--- src/hw/rtl/qyaw_pkg.sv ---
package qyaw_pkg;

  // Q2.30 matrix terms need 34 bits; one spare bit.
  localparam int TW = 35;
  // CORDIC datapath: terms scaled by 2^16 plus gain and pre-rotation growth.
  localparam int CW = 53;
  localparam int ATAN_ENTRIES = 24;

  localparam logic signed [TW-1:0] ONE_Q30 = TW'(1 << 30);
  localparam logic signed [TW-1:0] NEG_ONE_Q30 = -ONE_Q30;
  localparam logic [31:0] ANG_P90 = 32'h4000_0000;
  localparam logic [31:0] ANG_M90 = 32'hC000_0000;
  localparam logic [31:0] ROUND_HALF = 32'h0000_8000;

  // atan(2^-i), 2^32 = 2 pi, rounded to nearest
  localparam logic [31:0] ATAN_TAB [ATAN_ENTRIES] = '{
    32'd536870912, 32'd316933406, 32'd167458907, 32'd85004756,
    32'd42667331,  32'd21354465,  32'd10679838,  32'd5340245,
    32'd2670163,   32'd1335087,   32'd667544,    32'd333772,
    32'd166886,    32'd83443,     32'd41722,     32'd20861,
    32'd10430,     32'd5215,      32'd2608,      32'd1304,
    32'd652,       32'd326,       32'd163,       32'd81
  };

  typedef struct packed {
    logic signed [15:0] quat_w;
    logic signed [15:0] quat_x;
    logic signed [15:0] quat_y;
    logic signed [15:0] quat_z;
  } quat_in_t;

  typedef struct packed {
    logic signed [15:0] heading;
    logic               gimbal_lock;
  } yaw_out_t;

  typedef struct packed {
    logic signed [CW-1:0] x;
    logic signed [CW-1:0] y;
    logic [31:0]          ang;
    logic                 gimbal;
    logic                 zero;
  } cordic_t;

endpackage

--- src/hw/rtl/qyaw_terms.sv ---
module qyaw_terms import qyaw_pkg::*; (
  input  logic     clk_i,
  input  logic     rst_ni,
  input  logic     en_i,
  input  logic     valid_i,
  input  quat_in_t data_i,
  output logic     valid_o,
  output cordic_t  data_o
);

  logic signed [15:0] qw, qx, qy, qz;
  logic signed [31:0] yy_q, zz_q, xy_q, wz_q, wy_q, xz_q;
  logic               v1_q, v2_q;

  logic signed [TW-1:0] m00, m10, s;
  logic signed [CW-1:0] xs, ys;
  cordic_t              pre_d, pre_q;

  assign qw = data_i.quat_w;
  assign qx = data_i.quat_x;
  assign qy = data_i.quat_y;
  assign qz = data_i.quat_z;

  always_ff @(posedge clk_i) begin
    if (en_i) begin
      yy_q <= qy * qy;
      zz_q <= qz * qz;
      xy_q <= qx * qy;
      wz_q <= qw * qz;
      wy_q <= qw * qy;
      xz_q <= qx * qz;
    end
  end

  always_comb begin
    m00 = ONE_Q30 - (TW'(yy_q) <<< 1) - (TW'(zz_q) <<< 1);
    m10 = (TW'(xy_q) + TW'(wz_q)) <<< 1;
    s   = (TW'(wy_q) - TW'(xz_q)) <<< 1;
    xs  = CW'(m00) <<< 16;
    ys  = CW'(m10) <<< 16;

    pre_d.gimbal = (s == ONE_Q30) || (s == NEG_ONE_Q30);
    pre_d.zero   = (m00 == '0) && (m10 == '0);
    pre_d.x      = xs;
    pre_d.y      = ys;
    pre_d.ang    = '0;
    if (xs[CW-1]) begin
      if (!ys[CW-1]) begin
        pre_d.x   = ys;
        pre_d.y   = -xs;
        pre_d.ang = ANG_P90;
      end else begin
        pre_d.x   = -ys;
        pre_d.y   = xs;
        pre_d.ang = ANG_M90;
      end
    end
  end

  always_ff @(posedge clk_i) begin
    if (en_i) begin
      pre_q <= pre_d;
    end
  end

  always_ff @(posedge clk_i or negedge rst_ni) begin
    if (!rst_ni) begin
      v1_q <= 1'b0;
      v2_q <= 1'b0;
    end else if (en_i) begin
      v1_q <= valid_i;
      v2_q <= v1_q;
    end
  end

  assign valid_o = v2_q;
  assign data_o  = pre_q;

endmodule

--- config.mk ---
export PLATFORM = sky130hd
export DESIGN_NAME = qyaw_terms
export DESIGN_NICKNAME = d
export VERILOG_FILES = /design/src/hw/rtl/qyaw_pkg.sv /design/src/hw/rtl/qyaw_terms.sv
export SDC_FILE = /design/constraint.sdc
export NUM_CORES = 2
export LEC_CHECK = 0
export BUFFER_PORTS_ARGS = -buffer_cell sky130_fd_sc_hd__buf_2
export CAP_MARGIN = 20
export CORE_MARGIN = 2
export CORE_UTILIZATION = 45
export CTS_CLUSTER_DIAMETER = 60
export DETAILED_ROUTE_END_ITERATION = 16
export SETUP_SLACK_MARGIN = 0.5
export SYNTH_ARGS = -nofsm -noshare
export SYNTH_HDL_FRONTEND = slang
export SYNTH_SLANG_ARGS = --single-unit
--- constraint.sdc ---
create_clock -name clk_i -period 5.26 [get_ports clk_i]
set_input_delay 0.263 -clock clk_i [delete_from_list [all_inputs] [get_ports clk_i]]
set_output_delay 0.263 -clock clk_i [all_outputs]
set_load 0.05 [all_outputs]
==> results.yml <==
outcome:
  status: "finished, violations left"
  violations: "setup timing"
route:
  firstDrtPassIters: 5
  via_per_inst: 4.94
  drc: 0
  antenna_left: 0
  wirelength_mm: 197
  drt_iter0_drc: 2933
  via_count: 54637
  avgRoutedWirePerCell_microns: 17.8
placed_design:
  gp_congestion: 0.923
  io_buffers: 144
  dpl.cell_count: 10803
  hpwl_mm: 165
clock_tree:
  cts_made_buffers: 41
  clockBufferDepth: 3
  clock-sinks: 268
  cts_tree: "built"
  clk_pin_slew_ps: 60
  clk_latency_ps: 640
  cts_root_buf: "clkbuf_16"
  htree_levels: 2
critical_path:
  critPathBufInv: 10
  slowest_delay_ps: 530
  crit_path_frequent_cell: "fa_1"
  reg2reg_to: "data_o[0]"
  crit_type: "in2reg"
  cp.arrival_ps: 6080
  critPathTopFamily: "adder cells"
  crit_path_end_kind: "flop"
  cp_slowest_cell: "fa_1"
  worst_r2r_startpoint: "zz_q[10]"
  critPathMaxFanout: 7
  path_depth: 26
  worst_ep_required_time_ps: 5650
  reg2reg_depth: 15
  reg2reg_slack_ps: 670
  startpoint_type: "primary input"
yosys:
  synthSimpleGateAreaFrac_pct: 13.1
  async_flop_share_pct: 0.746
  synth_edf_count: 266
  synth_compound_area_share_pct: 6.50
  synth-xor-area-share_pct: 4.29
  yosysTopAreaCellShare_pct: 41.8
  muxShareOfSynthArea_pct: 0.155
  yosysTopAreaCell: "fa_1"
  synth_cells: 7744
  synth.distinct_cells: 92
  ys_top_cells_by_area: "fa_1 42%, ha_1 11%, edfxtp_1 11%"
  postSynthAreaPerCell_sq_um: 9.38
  synth-seq-cells: 268
  ys.flop_type: "edfxtp_1"
  ys_warn_count: 0
  synthAdderAreaFrac_pct: 52.8
  synth_top_family_by_area: "adder cells"
  synth_area_sq_um: 72600
  ys_seq_area_share_pct: 11.1
die:
  die_x_microns: 406
  ios: 209
  die_height_microns: 406
  core-area_sq_um: 160000
  num_rows: 147
  dieArea_sq_um: 165000
  initial_core_util_pct: 45.3
grt:
  first_global_vias: 58851
  grt_overflow: 0
  grt_pass1_wl_mm: 316
  grt.total_usage_pct: 24.5
  antenna_found_initial: 9
  grt_max_degree: 111
finish:
  final_util_pct: 56.6
  layout_common_cells: "1787 x inv_1, 1434 x fa_1, 1025 x buf_4"
  mostFrequentLayoutCell: "inv_1"
  fin_nets: 11086
  fillers: 14136
  drive_above_1_share_pct: 23.8
  area_delta_synth_final_pct: 25.0
  stdcell_count: 11061
timing:
  setup_viol: 53
  relSlewSlack_pct: 45.7
  worst_pin_slew_ps: 806
  period_needed_ps: 5680
  rsz0062_at_grt: "true"
  finalMaxSlewViolations: 0
  fmax_ghz: 0.176
  setup-tns-final_ps: -11250
  hold_viol_final: 0
  fin_crit_sh_pct: 108
  worst_clock_skew_ps: 31.0
  setup_ws_ps: -423
hold_path:
  worstHoldStart: "en_i"
  hold_depth: 1
  hold_end: "zz_q[12]"
  min_path_type: "in2reg"
flow_run:
  cap_violations: 0
[cells by family after synthesis]
logic type,after synthesis
buffers and inverters,2261
adders and majority gates,2157
and+or+nand+nor,1944
AOI/OAI and AO/OA,746
xor gates and xnor gates,356
DFF,268
muxes,11
other,1
[routing by layer]
| metal | wire length (microns) | global-route usage [%] | share of wire (%) |
|---|---|---|---|
| met1 | 84700 | 33.2 | 43 |
| met2 | 96000 | 41.2 | 49 |
| met3 | 9340 | 2.81 | 4.7 |
| met4 | 6890 | 7.17 | 3.5 |
| met5 | 40 | 0 | 0.020 |
[final cells by class]
cell class / instances / area (sq um) / area share, %
multi-input combinational: 5281 / 59200 / 65.2
timing repair buffer: 1374 / 12300 / 13.6
sequential: 268 / 8040 / 8.86
inverter: 1895 / 7150 / 7.87
tap: 2160 / 2700 / 2.98
clock buffer: 44 / 1040 / 1.14
clock inverter: 32 / 370 / 0.408
antenna: 7 / 17.5 / 0.0193
[how the worst max path moves through the flow]
| stage | start | end | slack (ps) |
|---|---|---|---|
| CTS | data_i[3] | wz_q[31] | -390 |
| finish | data_i[41] | xy_q[28] | -420 |
| global route | data_i[7] | zz_q[29] | -640 |
| global placement | data_i[18] | xy_q[31] | -1360 |
| detailed placement | data_i[18] | xy_q[31] | -1370 |
| floorplan | data_i[25] | yy_q[31] | -730 |
[synthesized netlist by cell type, drive strengths merged (16+ instances only)]
library cell	n
inv	1893
fa	1517
nand2	761
ha	640
and2	584
nor2	294
clkbuf	285
xnor2	270
edfxtp	266
a21oi	248
o21ai	170
a21o	95
xor2	86
buf	81
nand2b	53
nor3	49
nand3	48
o21bai	31
o21a	29
a31oi	27
nor2b	27
and3	25
nand4	20
or2	20
or3	20
o31ai	19
a211oi	17
nor4	16
[registers in the layout, summed over array words and instances, names as in the netlist]
register  cells
valid_o       1
xz_q         32
wy_q         32
data_o       76
xy_q         32
zz_q         31
wz_q         32
yy_q         31
v1_q          1
[through the flow]
step                      hold slack [ps]  worst slack (ps)  instance area (sq um)
after global routing                  154              -638                  90800
after global placement               46.2             -1360                  84400
after CTS                             138              -387                  88600
after detailed placement             50.3             -1370                  84400
after floorplan                     -32.6              -726                  74900
final                                 140              -423                  90800
[timing repair]
action,4_1_cts,5_1_grt
hold buffers,3,0
pin swaps,269,278
endpoints found under the hold margin,3,0
resized for setup,455,382
setup endpoints to repair,119,184
gates cloned,9,5
setup buffers,90,68
Power is not shown: default switching activity piles up to over one toggle a cycle in this logic, so the estimate is an artifact.
