===== config.mk =====
export PLATFORM = sky130hd
export DESIGN_NAME = qyaw_cell
export DESIGN_NICKNAME = d
export VERILOG_FILES = /design/src/hw/rtl/qyaw_pkg.sv /design/src/hw/rtl/qyaw_cell.sv
export SDC_FILE = /design/constraint.sdc
export NUM_CORES = 1
export LEC_CHECK = 0
export ABC_AREA = 0
export BUFFER_PORTS_ARGS = -buffer_cell sky130_fd_sc_hd__buf_2
export CORE_MARGIN = 5
export CORE_UTILIZATION = 61
export CTS_CLUSTER_SIZE = 12
export DETAILED_ROUTE_END_ITERATION = 10
export MAX_ROUTING_LAYER = met4
export PLACE_DENSITY = 0.88
export SYNTH_ARGS = -nofsm -noshare
export SYNTH_HDL_FRONTEND = slang
export SYNTH_SLANG_ARGS = --single-unit

===== constraint.sdc =====
create_clock -name clk_i -period 2.1 [get_ports clk_i]
set_clock_uncertainty 0.2 [all_clocks]
set_input_delay 0.525 -clock clk_i [delete_from_list [all_inputs] [get_ports clk_i]]
set_output_delay 0.525 -clock clk_i [all_outputs]
set_load 0.01 [all_outputs]

===== src/hw/rtl/qyaw_pkg.sv =====
package qyaw_pkg;

  // Q2.30 matrix terms need 34 bits; one spare bit.
  localparam int TW = 35;
  // CORDIC datapath: terms scaled by 2^16 plus gain and pre-rotation growth.
  localparam int CW = 53;
  localparam int ATAN_ENTRIES = 24;

  localparam logic signed [TW-1:0] ONE_Q30 = TW'(1 << 30);
  localparam logic signed [TW-1:0] NEG_ONE_Q30 = -ONE_Q30;
  localparam logic [31:0] ANG_P90 = 32'h4000_0000;
  localparam logic [31:0] ANG_M90 = 32'hC000_0000;
  localparam logic [31:0] ROUND_HALF = 32'h0000_8000;

  // atan(2^-i), 2^32 = 2 pi, rounded to nearest
  localparam logic [31:0] ATAN_TAB [ATAN_ENTRIES] = '{
    32'd536870912, 32'd316933406, 32'd167458907, 32'd85004756,
    32'd42667331,  32'd21354465,  32'd10679838,  32'd5340245,
    32'd2670163,   32'd1335087,   32'd667544,    32'd333772,
    32'd166886,    32'd83443,     32'd41722,     32'd20861,
    32'd10430,     32'd5215,      32'd2608,      32'd1304,
    32'd652,       32'd326,       32'd163,       32'd81
  };

  typedef struct packed {
    logic signed [15:0] quat_w;
    logic signed [15:0] quat_x;
    logic signed [15:0] quat_y;
    logic signed [15:0] quat_z;
  } quat_in_t;

  typedef struct packed {
    logic signed [15:0] heading;
    logic               gimbal_lock;
  } yaw_out_t;

  typedef struct packed {
    logic signed [CW-1:0] x;
    logic signed [CW-1:0] y;
    logic [31:0]          ang;
    logic                 gimbal;
    logic                 zero;
  } cordic_t;

endpackage


===== src/hw/rtl/qyaw_cell.sv =====
module qyaw_cell import qyaw_pkg::*; #(
  parameter int STAGE = 0
) (
  input  logic    clk_i,
  input  logic    rst_ni,
  input  logic    en_i,
  input  logic    valid_i,
  input  cordic_t data_i,
  output logic    valid_o,
  output cordic_t data_o
);

  logic signed [CW-1:0] xi, yi, dx, dy;
  cordic_t              cell_d, cell_q;
  logic                 valid_q;

  assign xi = data_i.x;
  assign yi = data_i.y;
  assign dx = yi >>> STAGE;
  assign dy = xi >>> STAGE;

  always_comb begin
    cell_d = data_i;
    if (!yi[CW-1]) begin
      cell_d.x   = xi + dx;
      cell_d.y   = yi - dy;
      cell_d.ang = data_i.ang + ATAN_TAB[STAGE];
    end else begin
      cell_d.x   = xi - dx;
      cell_d.y   = yi + dy;
      cell_d.ang = data_i.ang - ATAN_TAB[STAGE];
    end
  end

  always_ff @(posedge clk_i) begin
    if (en_i) begin
      cell_q <= cell_d;
    end
  end

  always_ff @(posedge clk_i or negedge rst_ni) begin
    if (!rst_ni) begin
      valid_q <= 1'b0;
    end else if (en_i) begin
      valid_q <= valid_i;
    end
  end

  assign valid_o = valid_q;
  assign data_o  = cell_q;

endmodule


==> results of run 1 <==
## cells by family after synthesis
| logic type | after synthesis | share of synthesized area (%) |
|---|---|---|
| AOI/OAI and AO/OA | 601 | 26.4 |
| muxes | 34 | 2.38 |
| xor gates and xnor gates | 103 | 6.25 |
| buffers and inverters | 243 | 6.52 |
| adders and majority gates | 176 | 15.5 |
| DFF | 140 | 29.1 |
| and+or+nand+nor | 416 | 13.9 |
## per-stage QoR
step,worst slack (ns),hold WS [ns],instance area [um2],setup TNS (ns)
after floorplan,-1.14,0.0294,15400,-65.86
after global placement,-1.78,0.100,21600,-118.03
after detailed placement,-2.05,0.103,21600,-137.64
## synth_stat cells, types with 22 or more instances
library cell and n:
o21bai_1 40, o31ai_1 27, xnor2_1 98, nand3_1 25, ha_1 172, edfxtp_1 139
inv_1 154, o21ai_0 103, a21o_1 44, nand2_1 82, nor3_1 45, nand4_1 26
nor2_1 137, mux2i_1 31, clkbuf_1 47, nor2b_1 22, a21oi_1 237, nor4_1 22
==> impl_metrics.py, run 1 <==
metrics = {
    "yosys": {
        "synth_top_area_share_pct": 28.9,
        "yosys.area.top_type": "edfxtp_1",
        "ys_warn_count": 0,
        "avgSynthCellArea_um2": 8.43,
        "netlist_top_cells_area": "edfxtp_1, ha_1, a21oi_1",
        "synth-seq-cells": 140,
        "async_flop_share_pct": 0.714,
        "synth_edf_count": 139,
        "postSynthCellCount": 1713,
        "seq_area_frac_synth_pct": 29.1,
        "yosysUniqueCellTypes": 89,
        "synthesis.nets": 2033,
        "yosys_most_used_dff": "edfxtp_1",
        "syn_area_um2": 14400,
    },
    "placement": {
        "portBuffers": 284,
        "dp_hpwl_um": 60400,
        "dp_cells": 2857,
        "gp_congestion": 1.22,
    },
    "floorplan": {
        "die_w_um": 164,
        "rows": 56,
        "die_h_um": 164,
        "io_pins": 285,
        "start_util_pct": 61.7,
    },
    "clock_network": {
        "cts_sinks": 140,
        "htreeDepth": 4,
        "cts_buffer_depth": 2,
        "cts_resized": 361,
        "numCtsBuffers": 17,
        "cts_setup_buffers": 62,
        "hold_buffers": 1,
        "cts-root-buf": "clkbuf_16",
    },
    "status": {
        "failing_step": "clock tree synthesis",
        "outcome": "aborted with a tool error",
        "error": "[ERROR DPL-0038] Utilization greater than 100%, impossible to legalize",
    },
}
==> run 2: changes to the inputs <==
Settings changed: CORE_UTILIZATION 61 to 40, CTS_CLUSTER_SIZE 12 to not set, MAX_ROUTING_LAYER met4 to not set, PLACE_DENSITY 0.88 to not set, PLACE_DENSITY_LB_ADDON set to 0.15.
==> impl_metrics.py, run 2 <==
metrics = {
    "drt": {
        "wl_um": 67100,
        "vias": 17400,
        "post_drt_wl_per_cell_um": 21.1,
        "drc": 0,
        "viasPerCell": 5.48,
        "drt_iter0_markers": 1432,
        "dr.pass1.iters": 5,
        "drtAntennaViolNets": 0,
    },
    "timing": {
        "rsz0062_at_grt": "yes",
        "slew_viol_final": 0,
        "hold_viol": 0,
        "period_share_pct": 160,
        "worst_pin_slew_ns": 0.805,
        "setup_tns_ns": -87.02,
        "max_freq_mhz": 297,
        "setup_viol": 95,
        "max_slew_margin_pct": 45.8,
        "worst_slack_ns": -1.27,
        "min_period_ns": 3.37,
    },
    "floorplan": {
        "io_pins": 285,
        "start_util_pct": 40.6,
        "core-area_um2": 35600,
        "die_area_um2": 40000,
        "die_h_um": 200,
        "rows": 69,
        "die_w_um": 200,
    },
    "pwr": {
        "power_frac_clock_pct": 22.0,
        "power_density_nw_per_um2": 557,
        "combPwrFrac_pct": 51.7,
        "p_leak_nw": 11.6,
        "intPower_mw": 8.83,
        "ir_drop_mv": 0.598,
        "p_sw_share_pct": 38.3,
        "seq_power_share_pct": 26.3,
        "switchingPower_mw": 5.47,
    },
    "placement": {
        "portBuffers": 284,
        "gp_congestion": 1.02,
        "dp_hpwl_um": 53900,
        "dpl-instance-area_um2": 22200,
    },
    "worst_setup_path": {
        "regToRegEndpoint": "valid_o",
        "rrSetupSlack_ns": 1.14,
        "crit_fanout": 3,
        "reg2reg_from": "valid_o",
        "end_kind": "register",
        "rr_worst_depth": 1,
        "worstPathRequired_ns": 2.11,
        "crit_type": "input port to register",
        "start_kind": "input port",
        "cp.arrival_ns": 3.38,
    },
    "cells_and_area": {
        "mostFrequentLayoutCell": "buf_4",
        "area_growth_pct": 77.6,
        "largest_reg_flops": 139,
        "finalNetCount": 3019,
        "drive_gt1_share_pct": 54.1,
        "fill_cells": 2767,
        "layout_common_cells": "buf_4, buf_2, a21oi_1",
        "final_cell_area_um2": 25600,
        "regArea_um2": 4200,
        "multi_input_area_um2": 11900,
    },
    "grt": {
        "grt_usage_pct": 32.0,
        "grt_pass1_vias": 17660,
        "grt_remaining_overflow": 0,
        "grt_max_degree": 55,
        "antenna_found_initial": 4,
        "grt_pass1_wl_um": 98900,
    },
    "worst_hold_path": {
        "hold_class": "input port to register",
        "min_to": "data_o[19]",
        "hold_start": "data_i[19]",
        "holdPathStages": 1,
    },
    "clock_network": {
        "clk_latency_ns": 0.45,
        "cts.clk_slew.worst_paths_ns": 0.07,
        "cts_tree": "built",
        "cts_buffer_depth": 2,
        "cts-root-buf": "clkbuf_16",
        "htreeDepth": 4,
        "cts_sinks": 140,
        "numCtsBuffers": 17,
    },
    "yosys": {
        "yosys_most_used_dff": "edfxtp_1",
        "ys_top_cells_by_count": "a21oi_1, ha_1, inv_1",
        "async_flop_share_pct": 0.714,
        "postSynthCellCount": 1713,
        "avgSynthCellArea_um2": 8.43,
        "synth_edf_count": 139,
        "seq_area_frac_synth_pct": 29.1,
        "syn_area_um2": 14400,
        "ys_warn_count": 0,
        "yosys.area.top_type": "edfxtp_1",
        "synth_top_area_share_pct": 28.9,
        "yosysUniqueCellTypes": 89,
        "netlist_top_cells_area": "edfxtp_1, ha_1, a21oi_1",
        "yosys.cell_count.top_type": "a21oi_1",
        "synth-seq-cells": 140,
        "synthesis.nets": 2033,
    },
    "flow_run": {
        "maxCapViolCount": 0,
    },
    "status": {
        "violations": "negative setup slack",
        "outcome": "finished, violations left",
    },
}
run 2: cell counts after synthesis:
Identical to the previous run, type by type.
run 2: how the worst max path moves through the flow:
| stage | start | endpoint | slack, ns | cells past startpoint |
|---|---|---|---|---|
| 6_report | data_i[87] | data_o[133] | -1.27 | 18 |
| 5_1_grt | data_i[34] | data_o[133] | -1.30 | 17 |
| 4_1_cts | data_i[36] | data_o[137] | -1.30 | 15 |
| 3_5_place_dp | data_i[35] | data_o[81] | -2.11 | 16 |
| 3_3_place_gp | data_i[35] | data_o[79] | -2.05 | 13 |
| 2_1_floorplan | data_i[89] | data_o[65] | -1.14 | 12 |
run 2: layout make-up:
cell class / count / share of cell area (%)
Sequential cell: 140 / 16.4
Tap cell: 461 / 2.25
Multi-Input combinational cell: 1330 / 46.5
Clock buffer: 17 / 1.66
Clock inverter: 15 / 0.595
Antenna cell: 3 / 0.0293
Inverter: 167 / 2.78
Timing Repair Buffer: 1043 / 29.8
run 2: stage by stage:
| step | hold slack, ns | worst slack, ns | power (mW) | utilization [%] | cells |
|---|---|---|---|---|---|
| final | 0.0429 | -1.27 | 14.3 | 72.1 | 3176 |
| after floorplan | 0.0294 | -1.14 | 6.76 | - | 1713 |
| after detailed placement | 0.101 | -2.11 | 10.0 | 62.5 | 3065 |
| after global placement | 0.100 | -2.05 | 9.95 | 62.5 | 3065 |
| after global routing | 0.0207 | -1.30 | 14.9 | 72.1 | 3175 |
| after CTS | 0.0242 | -1.30 | 13.7 | 68.5 | 3133 |
run 2: power groups by stage:
stage,registers [mW],logic [mW],clock network (mW)
2_1_floorplan,4.04,2.72,0
3_3_place_gp,3.80,6.14,0
3_5_place_dp,3.82,6.18,0
4_1_cts,3.77,6.76,3.18
5_1_grt,3.80,7.83,3.32
6_report,3.76,7.39,3.14
run 2: cells by family (layout without fill, tap and decap cells):
| kind of cell | Yosys count | in the layout | synth area share, % |
|---|---|---|---|
| compound gates | 601 | 601 | 26.4 |
| buf+inv | 243 | 1242 | 6.52 |
| mux | 34 | 34 | 2.38 |
| fa+ha+maj | 176 | 176 | 15.5 |
| flops | 140 | 140 | 29.1 |
| simple gates | 416 | 416 | 13.9 |
| xor+xnor | 103 | 103 | 6.25 |
| other cells | 0 | 3 | 0 |
run 2: what timing repair did:
action,4_1_cts,5_1_grt
buffers inserted,39,60
gates resized for setup,257,212
pin swaps,97,155
hold buffers,1,0
setup endpoints to repair,94,95
hold endpoints to repair,1,0
run 2: layer usage:
layer	vias up	GRT usage, %	share of wire [%]
met1	8355	41.5	42
met2	697	52.9	47
met5	-	0	0.019
met4	2	12.9	3.7
met3	150	6.11	7.3
li1	8196	-	-
run 2: worst max-delay path, stage by stage:
cell,delay (ns)
buf_12,0.09
buf_8,0.10
inv_8,0.03
ha_4,0.16
fa_2,0.39
nand3b_1,0.23
a2111oi_4,0.31
buf_4,0.20
o2111ai_4,0.20
nand3_4,0.15
buf_6,0.11
a41oi_4,0.13
o21bai_1,0.19
buf_4,0.16
nor2_2,0.03
o21ai_1,0.14
o21ai_2,0.09
xnor2_1,0.14
(Power assumes the default switching activity.)
==> run 3: changes to the inputs <==
==> constraint.sdc (replaced) <==
create_clock -name clk_i -period 2.9 [get_ports clk_i]
set_clock_uncertainty 0.2 [all_clocks]
set_input_delay 0.725 -clock clk_i [delete_from_list [all_inputs] [get_ports clk_i]]
set_output_delay 0.725 -clock clk_i [all_outputs]
set_load 0.02 [all_outputs]
==> impl_metrics.py, run 3 (synthesis results as in run 2) <==
metrics = {
    "cells_and_area": {
        "multi_input_area_um2": 11800,
        "drive_gt1_share_pct": 53.3,
        "final_cell_area_um2": 25300,
        "area_growth_pct": 75.4,
        "regArea_um2": 4200,
        "fill_cells": 2813,
        "finalNetCount": 2998,
        "largest_reg_flops": 139,
        "layout_common_cells": "buf_4, buf_2, a21oi_1",
        "mostFrequentLayoutCell": "buf_4",
    },
    "drt": {
        "dr.pass1.iters": 7,
        "viasPerCell": 5.54,
        "wl_um": 68100,
        "vias": 17472,
        "drtAntennaViolNets": 0,
        "drc": 0,
        "drt_iter0_markers": 1420,
        "post_drt_wl_per_cell_um": 21.6,
    },
    "floorplan": {
        "die_area_um2": 40000,
        "core-area_um2": 35600,
        "rows": 69,
        "die_h_um": 200,
        "io_pins": 285,
        "start_util_pct": 40.6,
        "die_w_um": 200,
    },
    "timing": {
        "max_slew_margin_pct": 37.6,
        "rsz0062_at_grt": "yes",
        "min_period_ns": 3.49,
        "worst_slack_ns": -0.593,
        "slew_viol_final": 0,
        "max_freq_mhz": 286,
        "setup_viol": 82,
        "worst_pin_slew_ns": 0.929,
        "hold_viol": 0,
        "period_share_pct": 120,
    },
    "worst_setup_path": {
        "cp.arrival_ns": 3.49,
        "regToRegEndpoint": "valid_o",
        "crit_path_start": "data_i[35]",
        "crit_slowest_cell": "o211ai_1",
        "rrSetupSlack_ns": 1.96,
        "cp-endpoint": "data_o[83]",
        "worstPathRequired_ns": 2.90,
        "cpMostUsedCell": "a21oi_2",
        "crit_type": "input port to register",
        "reg2reg_from": "valid_o",
        "crit_path_max_incr_delay_ns": 0.32,
        "crit_path_cell_trace": "buf_12, inv_12, ha_4, buf_6, nand2b_1, a21oi_2, o41a_1, a41o_1, a221oi_2, buf_4, o211ai_1, a31o_2, a21oi_2, a211oi_2, xnor2_1",
        "crit_fanout": 5,
        "rr_worst_depth": 1,
        "end_kind": "register",
        "start_kind": "input port",
    },
    "grt": {
        "grt_max_degree": 57,
        "antenna_found_initial": 3,
        "grt_remaining_overflow": 0,
        "grt_pass1_wl_um": 100000,
        "grt_pass1_vias": 17489,
        "grt_usage_pct": 32.3,
    },
    "worst_hold_path": {
        "hold_class": "input port to register",
    },
    "pwr": {
        "power_density_nw_per_um2": 418,
        "intPower_mw": 6.42,
        "ir_drop_mv": 0.462,
        "power_frac_clock_pct": 21.7,
        "p_sw_share_pct": 39.3,
        "combPwrFrac_pct": 52.4,
        "p_total_mw": 10.6,
        "p_leak_nw": 11.5,
        "switchingPower_mw": 4.16,
        "seq_power_share_pct": 25.9,
    },
    "clock_network": {
        "cts_sinks": 140,
        "numCtsBuffers": 17,
        "htreeDepth": 4,
        "cts_tree": "built",
        "cts.clk_slew.worst_paths_ns": 0.06,
        "cts_buffer_depth": 2,
        "cts-root-buf": "clkbuf_16",
        "clk_latency_ns": 0.45,
    },
    "status": {
        "violations": "negative setup slack",
        "outcome": "finished, violations left",
    },
    "flow_run": {
        "maxCapViolCount": 0,
    },
    "placement": {
        "portBuffers": 284,
        "dpl-instance-area_um2": 22000,
        "gp_congestion": 1.01,
        "dp_hpwl_um": 54000,
    },
}
-- run 3: area by class of cell --
cell class | count | area share (%)
multi-input cells | 1330 | 46.7
repair buffers | 1022 | 29.4
flip-flops and latches | 140 | 16.6
inverters | 167 | 2.79
well taps | 461 | 2.28
clock buffers | 19 | 1.71
clock inverters | 13 | 0.553
diodes | 1 | 0.00988
-- run 3: per-stage QoR --
| stage | util, % | worst slack [ns] | cells | TNS, ns | hold WS (ns) |
|---|---|---|---|---|---|
| 2_1_floorplan | - | -0.542 | 1713 | -15.44 | 0.229 |
| 3_3_place_gp | 61.9 | -1.69 | 3048 | -81.77 | 0.283 |
| 3_5_place_dp | 61.9 | -1.66 | 3048 | -85.32 | 0.301 |
| 4_1_cts | 68.5 | -0.592 | 3127 | -21.60 | 0.220 |
| 5_1_grt | 71.2 | -0.654 | 3153 | -32.19 | 0.229 |
| 6_report | 71.2 | -0.593 | 3153 | -27.66 | 0.245 |
-- run 3: routing by layer --
metal | global-route usage [%] | up-vias | wire (um)
met5 | 0 | - | 7
met4 | 10.6 | 2 | 2410
met3 | 4.15 | 152 | 4450
met2 | 53.8 | 763 | 32100
met1 | 43.8 | 8398 | 29100
li1 | - | 8157 | -
-- run 3: how the worst min path moves through the flow --
stage	slack, ns	depth (start not counted)	end	start
detailed placement	0.30	1	valid_o	rst_ni
global placement	0.28	1	valid_o	valid_o
floorplan	0.23	0	valid_o	rst_ni
CTS	0.22	1	data_o[20]	data_i[20]
global route	0.23	1	data_o[16]	data_i[16]
finish	0.24	1	data_o[16]	data_i[16]
-- run 3: power by group through the flow --
| stage | clock network, mW | registers [mW] | logic, mW |
|---|---|---|---|
| 3_3_place_gp | 0 | 2.77 | 4.63 |
| 6_report | 2.29 | 2.74 | 5.55 |
| 5_1_grt | 2.40 | 2.76 | 5.85 |
| 3_5_place_dp | 0 | 2.78 | 4.65 |
| 2_1_floorplan | 0 | 3.16 | 1.95 |
| 4_1_cts | 2.32 | 2.74 | 5.16 |
-- run 3: worst max-delay path: cells and delay by family --
kind                       cells  cell delay [ns]
AOI/OAI and AO/OA              8             1.85
buffers and inverters          4             0.41
adders and majority gates      1             0.28
and+or+nand+nor                1             0.11
xor gates and xnor gates       1             0.10
-- run 3: repair_timing --
| item | 4_1_cts | 5_1_grt |
|---|---|---|
| endpoints found under the setup margin | 81 | 84 |
| gates resized for setup | 304 | 159 |
| hold endpoints to repair | 1 | 0 |
| hold buffers | 1 | 0 |
| pin swaps | 145 | 120 |
| setup buffers | 56 | 41 |
